==> config.mk <==
export PLATFORM = sky130hd
export DESIGN_NAME = backlight_night_and_idle_controller
export DESIGN_NICKNAME = d
export VERILOG_FILES = /design/src/rtl/core/bnic_pkg.sv /design/src/rtl/core/bnic_cfg.sv /design/src/rtl/core/bnic_rule.sv /design/src/rtl/core/backlight_night_and_idle_controller.sv
export SDC_FILE = /design/constraint.sdc
export NUM_CORES = 1
export LEC_CHECK = 0
export ABC_AREA = 0
export ABC_CLOCK_PERIOD_IN_PS = 5900
export BUFFER_PORTS_ARGS = -buffer_cell sky130_fd_sc_hd__buf_2
export CAP_MARGIN = 30
export CORE_ASPECT_RATIO = 0.7
export CORE_MARGIN = 2
export CORE_UTILIZATION = 50
export DETAILED_ROUTE_END_ITERATION = 8
export PLACE_DENSITY = 0.7
export RECOVER_POWER = 25
export SLEW_MARGIN = 0
export SYNTH_ARGS = -nofsm -noshare
export SYNTH_HDL_FRONTEND = slang
export SYNTH_HIERARCHICAL = 1
export SYNTH_SLANG_ARGS = --single-unit
export TNS_END_PERCENT = 1
==> constraint.sdc <==
create_clock -name clk -period 5.9 [get_ports clk]
set_input_delay 0.885 -clock clk [delete_from_list [all_inputs] [get_ports clk]]
set_output_delay 0.885 -clock clk [all_outputs]
set_load 0.03 [all_outputs]
==> src/rtl/core/bnic_pkg.sv <==
// Shared types, constants and register indexes for the backlight controller.
package bnic_pkg;

    localparam int unsigned CFG_ADDR_W  = 3;
    localparam int unsigned CFG_DATA_W  = 32;
    localparam int unsigned IN_TDATA_W  = 88;
    localparam int unsigned IN_TUSER_W  = 2;
    localparam int unsigned OUT_TDATA_W = 16;
    localparam int unsigned DELAY_W     = 24;

    localparam logic [39:0] CLOCK_EPOCH_MIN = 40'd1609459200;
    localparam logic [15:0] MS_PER_MINUTE   = 16'd60000;
    localparam logic [31:0] CHECK_PERIOD_MS = 32'd1000;

    localparam logic [10:0] NIGHT_START_RST = 11'd1320;
    localparam logic [10:0] NIGHT_END_RST   = 11'd420;
    localparam logic [7:0]  NIGHT_LEVEL_RST = 8'd32;
    localparam logic [7:0]  DAY_LEVEL_RST   = 8'd255;
    localparam logic [31:0] TOUCH_WAKE_RST  = 32'd30000;

    typedef enum logic [1:0] {
        REQ_TICK    = 2'd0,
        REQ_TOUCH   = 2'd1,
        REQ_MANUAL  = 2'd2,
        REQ_REFRESH = 2'd3
    } req_t;

    typedef enum logic [2:0] {
        CFG_NIGHT_ENABLE   = 3'd0,
        CFG_NIGHT_SLEEP    = 3'd1,
        CFG_NIGHT_START    = 3'd2,
        CFG_NIGHT_END      = 3'd3,
        CFG_NIGHT_LEVEL    = 3'd4,
        CFG_DAY_LEVEL      = 3'd5,
        CFG_OFFLINE_MIN    = 3'd6,
        CFG_TOUCH_WAKE     = 3'd7
    } cfg_idx_t;

    typedef struct packed {
        logic                night_enable;
        logic                night_forces_sleep;
        logic [10:0]         night_start_minute;
        logic [10:0]         night_end_minute;
        logic [7:0]          night_level;
        logic [7:0]          day_level;
        logic [DELAY_W-1:0]  offline_delay_ms;
        logic [31:0]         wake_hold_ms;
    } cfg_t;

    typedef struct packed {
        req_t        req_type;
        logic [31:0] now_ms;
        logic [39:0] epoch_seconds;
        logic [10:0] minute_of_day;
        logic        screen_sleep_eligible;
        logic        host_online;
        logic        off_request;
    } item_t;

    typedef struct packed {
        logic [7:0] backlight_level;
        logic       level_changed;
        logic       evaluated;
        logic       night_active;
        logic       offline_sleeping;
        logic       time_valid;
        logic       manual_off;
        logic       sleeping_for_touch;
    } result_t;

endpackage

==> src/rtl/core/bnic_cfg.sv <==
// Configuration register file with precomputed offline sleep delay.
module bnic_cfg (
    input  logic                              clk,
    input  logic                              rst_n,
    input  logic                              cfg_we,
    input  logic [bnic_pkg::CFG_ADDR_W-1:0]   cfg_addr,
    input  logic [bnic_pkg::CFG_DATA_W-1:0]   cfg_wdata,
    output bnic_pkg::cfg_t                    cfg
);
    import bnic_pkg::*;

    cfg_t cfg_reg;
    cfg_t cfg_next;

    always_comb
    begin
        cfg_next = cfg_reg;
        if (cfg_we)
        begin
            case (cfg_idx_t'(cfg_addr))
                CFG_NIGHT_ENABLE: cfg_next.night_enable       = cfg_wdata[0];
                CFG_NIGHT_SLEEP:  cfg_next.night_forces_sleep = cfg_wdata[0];
                CFG_NIGHT_START:  cfg_next.night_start_minute = cfg_wdata[10:0];
                CFG_NIGHT_END:    cfg_next.night_end_minute   = cfg_wdata[10:0];
                CFG_NIGHT_LEVEL:  cfg_next.night_level        = cfg_wdata[7:0];
                CFG_DAY_LEVEL:    cfg_next.day_level          = cfg_wdata[7:0];
                CFG_OFFLINE_MIN:  cfg_next.offline_delay_ms   =
                    DELAY_W'(cfg_wdata[7:0]) * DELAY_W'(MS_PER_MINUTE);
                CFG_TOUCH_WAKE:   cfg_next.wake_hold_ms       = cfg_wdata[31:0];
                default:          cfg_next = cfg_reg;
            endcase
        end
    end

    always_ff @(posedge clk or negedge rst_n)
    begin
        if (!rst_n)
        begin
            cfg_reg.night_enable       <= 1'b0;
            cfg_reg.night_forces_sleep <= 1'b0;
            cfg_reg.night_start_minute <= NIGHT_START_RST;
            cfg_reg.night_end_minute   <= NIGHT_END_RST;
            cfg_reg.night_level        <= NIGHT_LEVEL_RST;
            cfg_reg.day_level          <= DAY_LEVEL_RST;
            cfg_reg.offline_delay_ms   <= '0;
            cfg_reg.wake_hold_ms       <= TOUCH_WAKE_RST;
        end
        else
        begin
            cfg_reg <= cfg_next;
        end
    end

    assign cfg = cfg_reg;

endmodule

==> src/rtl/core/bnic_rule.sv <==
// Control state and single-pass evaluation of one item.
module bnic_rule (
    input  logic              clk,
    input  logic              rst_n,
    input  logic              advance,
    input  bnic_pkg::item_t   item,
    input  bnic_pkg::cfg_t    cfg,
    output bnic_pkg::result_t res
);
    import bnic_pkg::*;

    logic [7:0]  applied_reg,   applied_next;
    logic        night_reg,     night_next;
    logic        sleep_reg,     sleep_next;
    logic        clock_ok_reg,  clock_ok_next;
    logic        tracking_reg,  tracking_next;
    logic        pending_reg,   pending_next;
    logic        manual_reg,    manual_next;
    logic [31:0] since_reg,     since_next;
    logic [31:0] last_reg,      last_next;
    logic [31:0] wake_reg,      wake_next;

    logic [31:0] wake_diff;
    logic        wake_active;
    logic        clock_ok;
    logic        win_raw;
    logic        window;
    logic        night_eval;
    logic        offline;
    logic [31:0] since_eff;
    logic [31:0] elapsed;
    logic        sleep_eval;
    logic [7:0]  target;
    logic        tick_due;
    logic        evaluated;
    logic        changed;

    assign wake_diff   = wake_reg - item.now_ms;
    assign wake_active = (wake_reg != '0) && (wake_diff != '0) && !wake_diff[31];
    assign clock_ok    = item.epoch_seconds >= CLOCK_EPOCH_MIN;

    always_comb
    begin
        if (cfg.night_start_minute < cfg.night_end_minute)
            win_raw = (item.minute_of_day >= cfg.night_start_minute) &&
                      (item.minute_of_day < cfg.night_end_minute);
        else if (cfg.night_start_minute > cfg.night_end_minute)
            win_raw = (item.minute_of_day >= cfg.night_start_minute) ||
                      (item.minute_of_day < cfg.night_end_minute);
        else
            win_raw = 1'b0;
    end

    assign window     = clock_ok && (cfg.night_enable || cfg.night_forces_sleep) && win_raw;
    assign night_eval = cfg.night_enable && window;
    assign offline    = item.screen_sleep_eligible && !item.host_online;
    assign since_eff  = tracking_reg ? since_reg : item.now_ms;
    assign elapsed    = item.now_ms - since_eff;
    assign sleep_eval = offline && !wake_active &&
        (((cfg.offline_delay_ms != '0) && (elapsed >= 32'(cfg.offline_delay_ms))) ||
         (cfg.night_forces_sleep && window));
    assign target     = (sleep_eval || manual_reg) ? 8'd0 :
                        (night_eval ? cfg.night_level : cfg.day_level);
    assign tick_due   = pending_reg || ((item.now_ms - last_reg) >= CHECK_PERIOD_MS);

    always_comb
    begin
        applied_next  = applied_reg;
        night_next    = night_reg;
        sleep_next    = sleep_reg;
        clock_ok_next = clock_ok_reg;
        tracking_next = tracking_reg;
        pending_next  = pending_reg;
        manual_next   = manual_reg;
        since_next    = since_reg;
        last_next     = last_reg;
        wake_next     = wake_reg;
        evaluated     = 1'b0;
        changed       = 1'b0;
        case (item.req_type)
            REQ_TICK:
            begin
                if (tick_due)
                begin
                    evaluated     = 1'b1;
                    pending_next  = 1'b0;
                    last_next     = item.now_ms;
                    wake_next     = wake_active ? wake_reg : 32'd0;
                    clock_ok_next = clock_ok;
                    night_next    = night_eval;
                    tracking_next = offline;
                    since_next    = offline ? since_eff : since_reg;
                    sleep_next    = sleep_eval;
                    changed       = target != applied_reg;
                    applied_next  = target;
                end
            end
            REQ_TOUCH:
            begin
                manual_next  = 1'b0;
                wake_next    = item.now_ms + cfg.wake_hold_ms;
                pending_next = 1'b1;
            end
            REQ_MANUAL:
            begin
                manual_next  = item.off_request;
                wake_next    = item.off_request ? 32'd0 : wake_reg;
                pending_next = 1'b1;
            end
            REQ_REFRESH:
            begin
                pending_next = 1'b1;
            end
            default:
            begin
                pending_next = 1'b1;
            end
        endcase
    end

    always_ff @(posedge clk or negedge rst_n)
    begin
        if (!rst_n)
        begin
            applied_reg  <= '0;
            night_reg    <= 1'b0;
            sleep_reg    <= 1'b0;
            clock_ok_reg <= 1'b0;
            tracking_reg <= 1'b0;
            pending_reg  <= 1'b1;
            manual_reg   <= 1'b0;
            since_reg    <= '0;
            last_reg     <= '0;
            wake_reg     <= '0;
        end
        else if (advance)
        begin
            applied_reg  <= applied_next;
            night_reg    <= night_next;
            sleep_reg    <= sleep_next;
            clock_ok_reg <= clock_ok_next;
            tracking_reg <= tracking_next;
            pending_reg  <= pending_next;
            manual_reg   <= manual_next;
            since_reg    <= since_next;
            last_reg     <= last_next;
            wake_reg     <= wake_next;
        end
    end

    assign res.backlight_level    = applied_next;
    assign res.level_changed      = changed;
    assign res.evaluated          = evaluated;
    assign res.night_active       = night_next;
    assign res.offline_sleeping   = sleep_next;
    assign res.time_valid         = clock_ok_next;
    assign res.manual_off         = manual_next;
    assign res.sleeping_for_touch = manual_next || sleep_next;

endmodule

==> src/rtl/core/backlight_night_and_idle_controller.sv <==
// Top level: input register, evaluation stage and output register.
// A result passes the input register and then the output register before it is valid on the master side.
// Throughput: one item per cycle unless the output stalls, which also holds off the input register.
// Evaluation is one pass of compares between the input and output registers.
// Reset (rst_n low, asynchronous) clears the valid flags of both stages, the control state and the
// configuration registers to their default values; no clearing pass is needed.
module backlight_night_and_idle_controller (
    input  logic                               clk,
    input  logic                               rst_n,
    input  logic                               s_tvalid,
    output logic                               s_tready,
    // now_ms, epoch_seconds, minute_of_day, screen_sleep_eligible, host_online,
    // off_request, zero fill
    input  logic [bnic_pkg::IN_TDATA_W-1:0]    s_tdata,
    // req_type
    input  logic [bnic_pkg::IN_TUSER_W-1:0]    s_tuser,
    output logic                               m_tvalid,
    input  logic                               m_tready,
    // backlight_level, level_changed, evaluated, night_active, offline_sleeping,
    // time_valid, manual_off, sleeping_for_touch, zero fill
    output logic [bnic_pkg::OUT_TDATA_W-1:0]   m_tdata,
    input  logic                               cfg_we,
    input  logic [bnic_pkg::CFG_ADDR_W-1:0]    cfg_addr,
    input  logic [bnic_pkg::CFG_DATA_W-1:0]    cfg_wdata
);
    import bnic_pkg::*;

    cfg_t    cfg;
    item_t   in_item;
    item_t   in_reg;
    logic    in_vld_reg, in_vld_next;
    result_t res;
    result_t out_reg;
    logic    out_vld_reg, out_vld_next;
    logic    advance;
    logic    s_accept;

    assign in_item.req_type              = req_t'(s_tuser);
    assign in_item.now_ms                = s_tdata[31:0];
    assign in_item.epoch_seconds         = s_tdata[71:32];
    assign in_item.minute_of_day         = s_tdata[82:72];
    assign in_item.screen_sleep_eligible = s_tdata[83];
    assign in_item.host_online           = s_tdata[84];
    assign in_item.off_request           = s_tdata[85];

    assign advance  = in_vld_reg && (!out_vld_reg || m_tready);
    assign s_tready = !in_vld_reg || advance;
    assign s_accept = s_tvalid && s_tready;

    assign in_vld_next  = s_accept ? 1'b1 : (advance ? 1'b0 : in_vld_reg);
    assign out_vld_next = advance ? 1'b1 : (m_tready ? 1'b0 : out_vld_reg);

    bnic_cfg u_cfg (
        .clk       (clk),
        .rst_n     (rst_n),
        .cfg_we    (cfg_we),
        .cfg_addr  (cfg_addr),
        .cfg_wdata (cfg_wdata),
        .cfg       (cfg)
    );

    bnic_rule u_rule (
        .clk     (clk),
        .rst_n   (rst_n),
        .advance (advance),
        .item    (in_reg),
        .cfg     (cfg),
        .res     (res)
    );

    always_ff @(posedge clk or negedge rst_n)
    begin
        if (!rst_n)
        begin
            in_vld_reg  <= 1'b0;
            out_vld_reg <= 1'b0;
        end
        else
        begin
            in_vld_reg  <= in_vld_next;
            out_vld_reg <= out_vld_next;
        end
    end

    always_ff @(posedge clk)
    begin
        if (s_accept)
        begin
            in_reg <= in_item;
        end
        if (advance)
        begin
            out_reg <= res;
        end
    end

    assign m_tvalid = out_vld_reg;
    assign m_tdata  = {1'b0,
                       out_reg.sleeping_for_touch,
                       out_reg.manual_off,
                       out_reg.time_valid,
                       out_reg.offline_sleeping,
                       out_reg.night_active,
                       out_reg.evaluated,
                       out_reg.level_changed,
                       out_reg.backlight_level};

endmodule

==> results of run 1 <==
==> per-stage QoR <==
stage / hold slack, ns / setup TNS [ns] / power [mW]
floorplan: 0.446 / 0 / 6.08
global placement: 0.459 / 0 / 7.12
detailed placement: 0.466 / 0 / 7.24
CTS: 0.207 / 0 / 9.41
global route: 0.429 / -0.0181 / 10.2
finish: 0.450 / 0 / 9.48
==> final cells by class <==
cell class | instances | area (µm²) | share of cell area, %
clock buffer | 36 | 815 | 3.32
clock inverter | 22 | 282 | 1.15
inverter | 228 | 858 | 3.50
multi-input combinational | 1763 | 12900 | 52.6
sequential | 297 | 7940 | 32.4
tap | 594 | 743 | 3.03
timing repair buffer | 175 | 1000 | 4.08
==> power groups by stage <==
| stage | combinational, mW | sequential (mW) | clock, mW |
|---|---|---|---|
| 4_1_cts | 4.31 | 2.93 | 2.17 |
| 2_1_floorplan | 3.21 | 2.86 | 0 |
| 3_3_place_gp | 4.18 | 2.95 | 0 |
| 5_1_grt | 4.91 | 2.99 | 2.26 |
| 3_5_place_dp | 4.28 | 2.96 | 0 |
| 6_report | 4.41 | 2.94 | 2.14 |
==> layer usage <==
layer  up-vias  part of all wire [%]  track usage [%]
li1       8794                     -                -
met1      9115                    48             40.6
met2       569                    43             40.8
met3        93                   7.0             5.17
met4         2                   1.9             4.82
met5         -                 0.021                0
==> worst register-to-register path: stages (launching register included) <==
cell	delay, ns
edfxtp_1	0.40
inv_1	0.11
o21ai_0	0.27
ha_1	0.23
inv_1	0.06
fa_1	0.43
a211oi_2	0.25
o21ai_1	0.18
a2111oi_1	0.43
nor2_1	0.20
a21boi_1	0.22
o21ba_2	0.18
o21bai_1	0.07
a21oi_1	0.17
xnor2_1	0.15
ha_1	0.26
nand2_1	0.07
nor2_1	0.05
a211oi_2	0.22
a211o_1	0.16
nor2_1	0.05
nor4_2	0.29
nand4_1	0.21
a31o_2	0.32
or2_2	0.33
o21ai_0	0.15
==> path summary, 6_finish.rpt <==
path | end | slack [ns] | start | cells after the start
max | m_tdata[4] | 0.32 | in_reg[54] | 25
min | in_reg[4] | 0.45 | s_tdata[73] | 1
max reg2reg | m_tdata[4] | 0.32 | in_reg[54] | 25
min reg2reg | u_rule/since_reg[20] | 0.48 | u_rule/since_reg[20] | 2
max in group asynchronous | u_rule/since_reg[20] | 2.97 | rst_n | 2
min in group asynchronous | u_cfg/cfg[45] | 1.09 | rst_n | 1
==> impl_metrics.tcl, run 1 <==
set metrics [dict create \
    clock_skew_ns 0.0253 \
    irDropWorstVdd_mv 0.331 \
    critical_path_class "reg2reg" \
    cts_resized 0 \
    max_freq_mhz 179 \
    p_switching_mw 3.83 \
    violations "max-capacitance violations, max-slew violations" \
    postPlaceCellArea_mm2 0.0234 \
    drive_above_1_share_pct 13.4 \
    grt_pass1_wl_um 98200 \
    routed_via_density 5.96 \
    drt_iter0_markers 1580 \
    avgRoutedWirePerCell_um 20.0 \
    fin_util_pct 56.3 \
    switching_share_pct 40.4 \
    dp_hpwl_um 48100 \
    dpl_worst_slack_ns 0.0708 \
    crit_required_ns 6.35 \
    fin_crit_sh_pct 94.5 \
    comb_power_share_pct 46.5 \
    n_antenna_cell 0 \
    fin_ws_ns 0.323 \
    antenna_found_initial 2 \
    postCtsHoldBufs 0 \
    cts_tree "done" \
    grt.overflow.total 0 \
    fin_nets 2887 \
    fin_cells 3115 \
    track_usage_pct 27.0 \
    dr.pass1.iters 6 \
    wl_um 62200 \
    dieArea_mm2 0.0458 \
    globalplace.congestion 0.949 \
    avgSynthCellArea_um2 9.32 \
    setup_viol 0 \
    hold_viol 0 \
    worst_pin_slew_ns 2.56 \
    grt_max_degree 162 \
    path_buf_inv 2 \
    maxCapViolCount 3 \
    netlist_instances 2362 \
    numPortBuffers 135 \
    cp_top_family "compound AO/OA/AOI/OAI gates" \
    dr_total_vias 18573 \
    io_pins 148 \
    die_x_um 255 \
    p_seq_share_pct 31.0 \
    drc 0 \
    clk_pin_slew_ns 0.06 \
    max_slew_margin_pct -70.9 \
    final_common_cell "nand2_1" \
    crit_top_cell "nor2_1" \
    crit_path_end_kind "flip-flop" \
    cpMaxStageDelayCell "fa_1" \
    final_cell_mix "nand2_1 (257), ha_1 (235), inv_1 (227)" \
    post-cts-setup-buffer-count 0 \
    crit_fanout 10 \
    pwr-share-clk_pct 22.6 \
    cts_sinks 297 \
    ant_nets 0 \
    yosysWarnings 6 \
    core-area_mm2 0.0436 \
    cp-start-kind "flip-flop" \
    p_per_area_mw_per_mm2 387 \
    cts_buffers 31 \
    root_buffer "clkbuf_16" \
    fillers 3882 \
    power.leakage_nw 11.0 \
    largest_reg_flops 91 \
    status "finished, violations left" \
    clock_latency_ns 0.61 \
    num_rows 64 \
    postLayoutCellArea_mm2 0.0245 \
    die_h_um 180 \
    cpPeakStageDelay_ns 0.43 \
    syn_area_mm2 0.0220 \
    placedCellCount 3057 \
    clk_path_buf_depth 3 \
    min_path_type "in2reg" \
    maxSlewViolCount 119 \
    grt_pass1_vias 17869 \
    internal_power_mw 5.65 \
    period_needed_ns 5.58 \
    crit_arrival_ns 6.03 \
    htree_levels 1 \
    start_util_pct 50.6 \
    area_growth_pct 11.3 \
]
Power figures use the tool's default switching activity.
==> run 2: changes to the inputs <==
--- a/config.mk
+++ b/config.mk
@@ -6,7 +6,7 @@
 export NUM_CORES = 1
 export LEC_CHECK = 0
 export ABC_AREA = 0
-export ABC_CLOCK_PERIOD_IN_PS = 5900
+export ABC_CLOCK_PERIOD_IN_PS = 5000
 export BUFFER_PORTS_ARGS = -buffer_cell sky130_fd_sc_hd__buf_2
 export CAP_MARGIN = 30
 export CORE_ASPECT_RATIO = 0.7
@@ -15,7 +15,7 @@
 export DETAILED_ROUTE_END_ITERATION = 8
 export PLACE_DENSITY = 0.7
 export RECOVER_POWER = 25
-export SLEW_MARGIN = 0
+export SLEW_MARGIN = 20
 export SYNTH_ARGS = -nofsm -noshare
 export SYNTH_HDL_FRONTEND = slang
 export SYNTH_HIERARCHICAL = 1
==> constraint.sdc (replaced) <==
create_clock -name clk -period 5 [get_ports clk]
set_input_delay 0.75 -clock clk [delete_from_list [all_inputs] [get_ports clk]]
set_output_delay 0.75 -clock clk [all_outputs]
set_load 0.05 [all_outputs]
==> run 2 against run 1 <==
Effect of this change:
- the run ends with max-capacitance violations, max-slew violations, negative setup slack left
- fmax rose by 5.7%
- first-iteration DRC count rose by 4.9%
- largest cell class unchanged
- sequential cell count did not move
- via count rose by 1.6%
- largest power group unchanged
- global-route usage rose by 0.69 points
- worst setup slack got worse by 0.60 ns
- critical path depth fell by 1
==> impl_metrics.tcl, run 2 (synthesis results as in run 1) <==
set metrics [dict create \
    status "finished, violations left" \
    violations "max-capacitance violations, max-slew violations, negative setup slack" \
    num_rows 64 \
    core-area_mm2 0.0436 \
    max_slew_margin_pct -73.9 \
    routed_via_density 5.89 \
    crit_chain "buf_6, buf_12, mux2i_4, ha_4, a21o_1, nor3_4, a21oi_2, a221o_1, nand4_1, nand3b_1, buf_6, a31oi_4, xnor2_1, ha_1, nand2_1, nor2_1, a211oi_2, a211o_1, nor2_1, nor4_2, nand4_1, and3_4, mux2_4, or2_1" \
    multi_input_area_mm2 0.0131 \
    fin_tns_setup_ns -2.51 \
    path_buf_inv 3 \
    placedCellCount 3130 \
    fin_crit_sh_pct 106 \
    fillers 3832 \
    cpMaxStageDelayCell "dfrtp_2" \
    critical_path_class "reg2reg" \
    fin_ws_ns -0.277 \
    cpPeakStageDelay_ns 0.40 \
    crit_fanout 8 \
    final_common_cell "nand2_1" \
    fin_nets 2975 \
    htree_levels 2 \
    n_antenna_cell 0 \
    root_buffer "clkbuf_16" \
    clock_latency_ns 0.55 \
    dieArea_mm2 0.0458 \
    cp_top_family "simple AND/OR/NAND/NOR gates" \
    wl_um 64000 \
    drive_above_1_share_pct 17.9 \
    cts_buffers 34 \
    grt_pass1_wl_um 99900 \
    maxSlewViolCount 94 \
    clock_skew_ns 0.0453 \
    period_needed_ns 5.28 \
    crit_arrival_ns 5.58 \
    die_h_um 180 \
    dp_hpwl_um 49400 \
    rsz0062_at_grt "true" \
    fin_cells 3204 \
    final_cell_mix "nand2_1 (257), ha_1 (230), inv_1 (227)" \
    postCtsHoldBufs 0 \
    numPortBuffers 135 \
    grt.overflow.total 0 \
    regArea_mm2 0.00794 \
    dr_total_vias 18870 \
    worst_hold_slack_ns 0.372 \
    track_usage_pct 27.7 \
    dpl_worst_slack_ns -0.536 \
    maxCapViolCount 1 \
    die_x_um 255 \
    clk_pin_slew_ns 0.07 \
    rrSetupSlack_ns -0.28 \
    start_util_pct 50.6 \
    min_path_type "in2reg" \
    drt_iter0_markers 1658 \
    ant_nets 0 \
    antenna_found_initial 1 \
    area_growth_pct 15.8 \
    cts_sinks 297 \
    worst_pin_slew_ns 2.61 \
    globalplace.congestion 0.944 \
    cp-start-kind "flip-flop" \
    crit_required_ns 5.31 \
    max_freq_mhz 189 \
    setup_viol 18 \
    avgRoutedWirePerCell_um 20.0 \
    cts_tree "done" \
    clk_path_buf_depth 3 \
    crit_path_end_kind "flip-flop" \
    hold_viol 0 \
    irDropWorstVdd_mv 0.282 \
    drc 0 \
    dr.pass1.iters 6 \
    grt_pass1_vias 18318 \
    p_per_area_mw_per_mm2 455 \
    power.leakage_nw 11.5 \
    io_pins 148 \
    grt_max_degree 95 \
    largest_reg_flops 91 \
]
run 2: changes by cell type in the layout (fill, tap and decap cells not counted), moves of 4 or more:
| cell | previous run | this run |
|---|---|---|
| o21ai_1 | 37 | 41 |
| clkbuf_1 | 12 | 7 |
| buf_4 | 33 | 114 |
| clkbuf_16 | 31 | 35 |
| or2_2 | 13 | 9 |
| bufinv_16 | 6 | 2 |
| o21ai_0 | 168 | 153 |
| ha_1 | 235 | 230 |
| or2_4 | 0 | 4 |
| o21ai_2 | 1 | 12 |
run 2: final cells by class:
cell class,count,area share (%)
Inverter,228,3.37
Clock inverter,21,0.820
Clock buffer,41,3.64
Tap cell,594,2.91
Timing Repair Buffer,259,6.64
Multi-Input combinational cell,1764,51.5
Sequential cell,297,31.1
run 2: worst paths after layout:
check                                     from                   to  cells past startpoint
max                        u_rule/tracking_reg          m_tdata[14]                     24
min                                s_tdata[59]           in_reg[41]                      1
max reg2reg                u_rule/tracking_reg          m_tdata[14]                     24
min reg2reg                u_rule/since_reg[9]  u_rule/since_reg[9]                      2
max in group asynchronous                rst_n  u_rule/tracking_reg                      2
min in group asynchronous                rst_n  u_rule/since_reg[4]                      1
run 2: report_power, final:
group | switching (mW) | internal [mW]
clock network | 1.09 | 1.45
logic | 3.25 | 2.36
registers | 0.384 | 3.06
run 2: timing repair:
action | 4_1_cts | 5_1_grt
pin swaps | 32 | 30
resized for setup | 39 | 27
endpoints found under the setup margin | 20 | 34
cloned | 1 | 0
buffers inserted | 5 | 5
run 2: metal layers:
layer  share of wire, %  up-vias  GRT usage, %
met2                 43      608          40.8
li1                   -     8997             -
met4                2.0        0          6.15
met1                 48     9172          41.8
met5                  0        -             0
met3                7.0       93          5.71
run 2: metrics by stage:
| stage | util (%) | power (mW) | cell area (µm²) |
|---|---|---|---|
| after floorplan | - | 7.21 | 22100 |
| after global placement | 55.1 | 8.61 | 24000 |
| after detailed placement | 55.2 | 8.76 | 24000 |
| after CTS | 58.2 | 11.4 | 25300 |
| after global routing | 58.5 | 12.4 | 25500 |
| final | 58.5 | 11.6 | 25500 |
==> run 3: changes to the inputs <==
--- a/config.mk
+++ b/config.mk
@@ -10,14 +10,13 @@
 export BUFFER_PORTS_ARGS = -buffer_cell sky130_fd_sc_hd__buf_2
 export CAP_MARGIN = 30
 export CORE_ASPECT_RATIO = 0.7
-export CORE_MARGIN = 2
-export CORE_UTILIZATION = 50
+export CORE_MARGIN = 4
+export CORE_UTILIZATION = 49
 export DETAILED_ROUTE_END_ITERATION = 8
-export PLACE_DENSITY = 0.7
+export PLACE_DENSITY = 0.69
 export RECOVER_POWER = 25
 export SLEW_MARGIN = 20
 export SYNTH_ARGS = -nofsm -noshare
 export SYNTH_HDL_FRONTEND = slang
-export SYNTH_HIERARCHICAL = 1
 export SYNTH_SLANG_ARGS = --single-unit
 export TNS_END_PERCENT = 1
==> run 3 against run 2 <==
Effect of this change:
- the run still ends with max-capacitance violations, max-slew violations, negative setup slack left
- sequential share of layout area is 0.93 points lower
- worst setup slack gained 0.0071 ns
- combinational power up 11%
- total power increased by 6.5%
- area after synthesis rose by 2.5%
- die area increased by 8.4%
- wire length grew 3.1%
- first-iteration DRC count up 0.30%
- critical path type unchanged
- largest power group unchanged
==> impl_metrics.tcl, run 3 <==
set metrics [dict create \
    min_path_type "in2reg" \
    worst_pin_slew_ns 2.58 \
    cp-start-kind "flip-flop" \
    comb_power_share_pct 50.6 \
    synth_top_area_cell "dfrtp_1" \
    clk_path_buf_depth 3 \
    maxCapViolCount 1 \
    num_rows 65 \
    core-area_mm2 0.0453 \
    synth_common_cells "inv_1 (251), ha_1 (228), nand2_1 (181), dfrtp_1 (178), a21oi_1 (140)" \
    p_seq_share_pct 28.8 \
    track_usage_pct 26.1 \
    dp_hpwl_um 51400 \
    clock_latency_ns 0.53 \
    p_switching_mw 5.11 \
    syn_area_mm2 0.0226 \
    violations "max-capacitance violations, max-slew violations, negative setup slack" \
    die_h_um 188 \
    synthMuxAreaShare_pct 9.75 \
    crit_path_end "m_tdata[14]" \
    cts_buffers 34 \
    clock_skew_ns 0.0167 \
    cts_tree "done" \
    netlist_instances 2376 \
    critical_path_class "reg2reg" \
    synth_top_family_by_area "compound AO/OA/AOI/OAI gates" \
    synth_compound_area_share_pct 17.4 \
    setup_viol 19 \
    fin_ws_ns -0.270 \
    wl_um 66000 \
    use_met2_pct 36.2 \
    crit_path_end_kind "flip-flop" \
    grt_pass1_vias 18721 \
    irDropWorstVdd_mv 0.248 \
    clk_pin_slew_ns 0.06 \
    fin_util_pct 58.0 \
    p_per_area_mw_per_mm2 470 \
    grtUsageMet3_pct 5.86 \
    synthAdderAreaFrac_pct 14.9 \
    synthSimpleGateAreaFrac_pct 13.7 \
    dr_total_vias 19227 \
    maxSlewViolCount 98 \
    r2r_start "u_rule.tracking_reg" \
    final_cell_mix "inv_1 (251), ha_1 (226), nand2_1 (180)" \
    power.leakage_nw 12.0 \
    area_growth_pct 16.5 \
    start_util_pct 49.8 \
    r2r-end "m_tdata[14]" \
    routed_via_density 5.87 \
    setup.worst_path.start "u_rule.tracking_reg" \
    synth_cell_types 95 \
    final_common_cell "inv_1" \
    htree_levels 2 \
    fin_nets 3029 \
    crit_required_ns 5.28 \
    crit_fanout 8 \
    switching_share_pct 41.4 \
    largest_reg_flops 91 \
    globalplace.congestion 1.01 \
    crit_arrival_ns 5.55 \
    hold_path_startpoint "s_tdata[73]" \
    reg2reg_depth 21 \
    internal_power_mw 7.25 \
    avgSynthCellArea_um2 9.50 \
    yosysWarnings 0 \
    period_needed_ns 5.27 \
    io_pins 148 \
    synth_top_cell_area_share_pct 19.7 \
    postCtsHoldBufs 0 \
    drt_iter0_markers 1663 \
    hold_viol 0 \
    rsz0062_at_grt "true" \
    avgRoutedWirePerCell_um 20.1 \
    root_buffer "clkbuf_16" \
    synthXorXnorAreaFrac_pct 3.18 \
    antenna_found_initial 0 \
    fin_crit_sh_pct 105 \
    ys_ff_latch 297 \
    pwr-share-clk_pct 20.6 \
    rrSetupSlack_ns -0.27 \
    status "finished, violations left" \
    synthTopCellsByArea "dfrtp_1 (20%), ha_1 (13%), edfxtp_1 (13%)" \
    drc 0 \
    busiest_layer "met1" \
    cts_sinks 297 \
    grt_pass1_wl_um 104000 \
    syn-num-nets 2760 \
    synth_ff_type "dfrtp_1" \
    ant_nets 0 \
    grt.overflow.total 0 \
    synth_edf_count 94 \
    dr.pass1.iters 5 \
    gr-usage-met1_pct 41.2 \
    dieArea_mm2 0.0496 \
    ys_seq_area_share_pct 35.2 \
    grt_max_degree 107 \
    post-synth-top-count-cell "inv_1" \
    ys_async_sr_fraction_pct 68.4 \
    max_freq_mhz 190 \
    power_mw 12.4 \
    die_x_um 265 \
    numPortBuffers 135 \
    n_antenna_cell 0 \
    drive_above_1_share_pct 19.1 \
    max_slew_margin_pct -72.2 \
]
run 3: metal layers:
| metal | share of wire, % | vias to the layer above |
|---|---|---|
| li1 | - | 9151 |
| met1 | 50 | 9314 |
| met2 | 39 | 674 |
| met3 | 8.3 | 88 |
| met4 | 2.0 | 0 |
| met5 | 0 | - |
run 3: worst min path at each step:
| stage | end | slack, ns | cells past startpoint |
|---|---|---|---|
| floorplan | in_vld_reg | 0.45 | 0 |
| detailed placement | u_rule.manual_reg | 0.47 | 2 |
| global route | in_reg[11] | 0.37 | 1 |
| finish | in_reg[4] | 0.39 | 1 |
| global placement | u_rule.manual_reg | 0.46 | 2 |
| CTS | u_cfg.cfg[73] | 0.33 | 1 |
run 3: cells by family after synthesis:
logic type,after synthesis
AO/OA/AOI/OAI,588
XOR/XNOR,82
adder cells (fa/ha/maj),254
buffers and inverters,328
flip-flops,297
multiplexers,209
other,1
AND/OR/NAND/NOR,617
run 3: power by group through the flow:
stage	combinational (mW)	sequential (mW)	clock (mW)
floorplan	4.21	3.51	0
global placement	5.80	3.56	0
detailed placement	5.95	3.58	0
CTS	6.08	3.55	2.61
global route	6.91	3.62	2.71
finish	6.25	3.56	2.55
run 3: stage by stage:
step	instances	TNS, ns	worst slack [ns]	hold WS (ns)	instance area (µm²)
floorplan	2376	0	0.0120	0.450	22600
global placement	3206	-5.59	-0.375	0.461	25000
detailed placement	3206	-7.72	-0.524	0.470	25000
CTS	3271	-1.28	-0.198	0.332	26200
global route	3274	-6.05	-0.503	0.365	26300
finish	3274	-1.58	-0.270	0.389	26300
run 3: what timing repair did:
action | CTS | global route
resized for setup | 29 | 14
pin swaps | 18 | 10
endpoints found under the setup margin | 20 | 53
setup buffers | 3 | 2
run 3: layout make-up:
| type | count | area, µm² |
|---|---|---|
| Fill cell | 3897 | 19000 |
| Clock buffer | 48 | 987 |
| Multi-Input combinational cell | 1751 | 13500 |
| Timing Repair Buffer | 310 | 2030 |
| Sequential cell | 297 | 7940 |
| Clock inverter | 14 | 125 |
| Inverter | 251 | 942 |
| Tap cell | 603 | 754 |
run 3: critical path: stages (launching register included):
cell	delay, ns
dfrtp_2	0.47
buf_6	0.16
mux2i_2	0.24
ha_1	0.28
nor3_1	0.31
nor4_2	0.10
o31a_1	0.18
buf_4	0.17
o311a_4	0.37
or3_4	0.34
xor2_1	0.15
ha_2	0.19
a31oi_1	0.16
nand3_1	0.11
a311oi_2	0.25
nor4b_2	0.24
nand4_1	0.13
nor4b_1	0.24
and4_2	0.33
nor3_1	0.09
mux2_4	0.31
or2_1	0.21
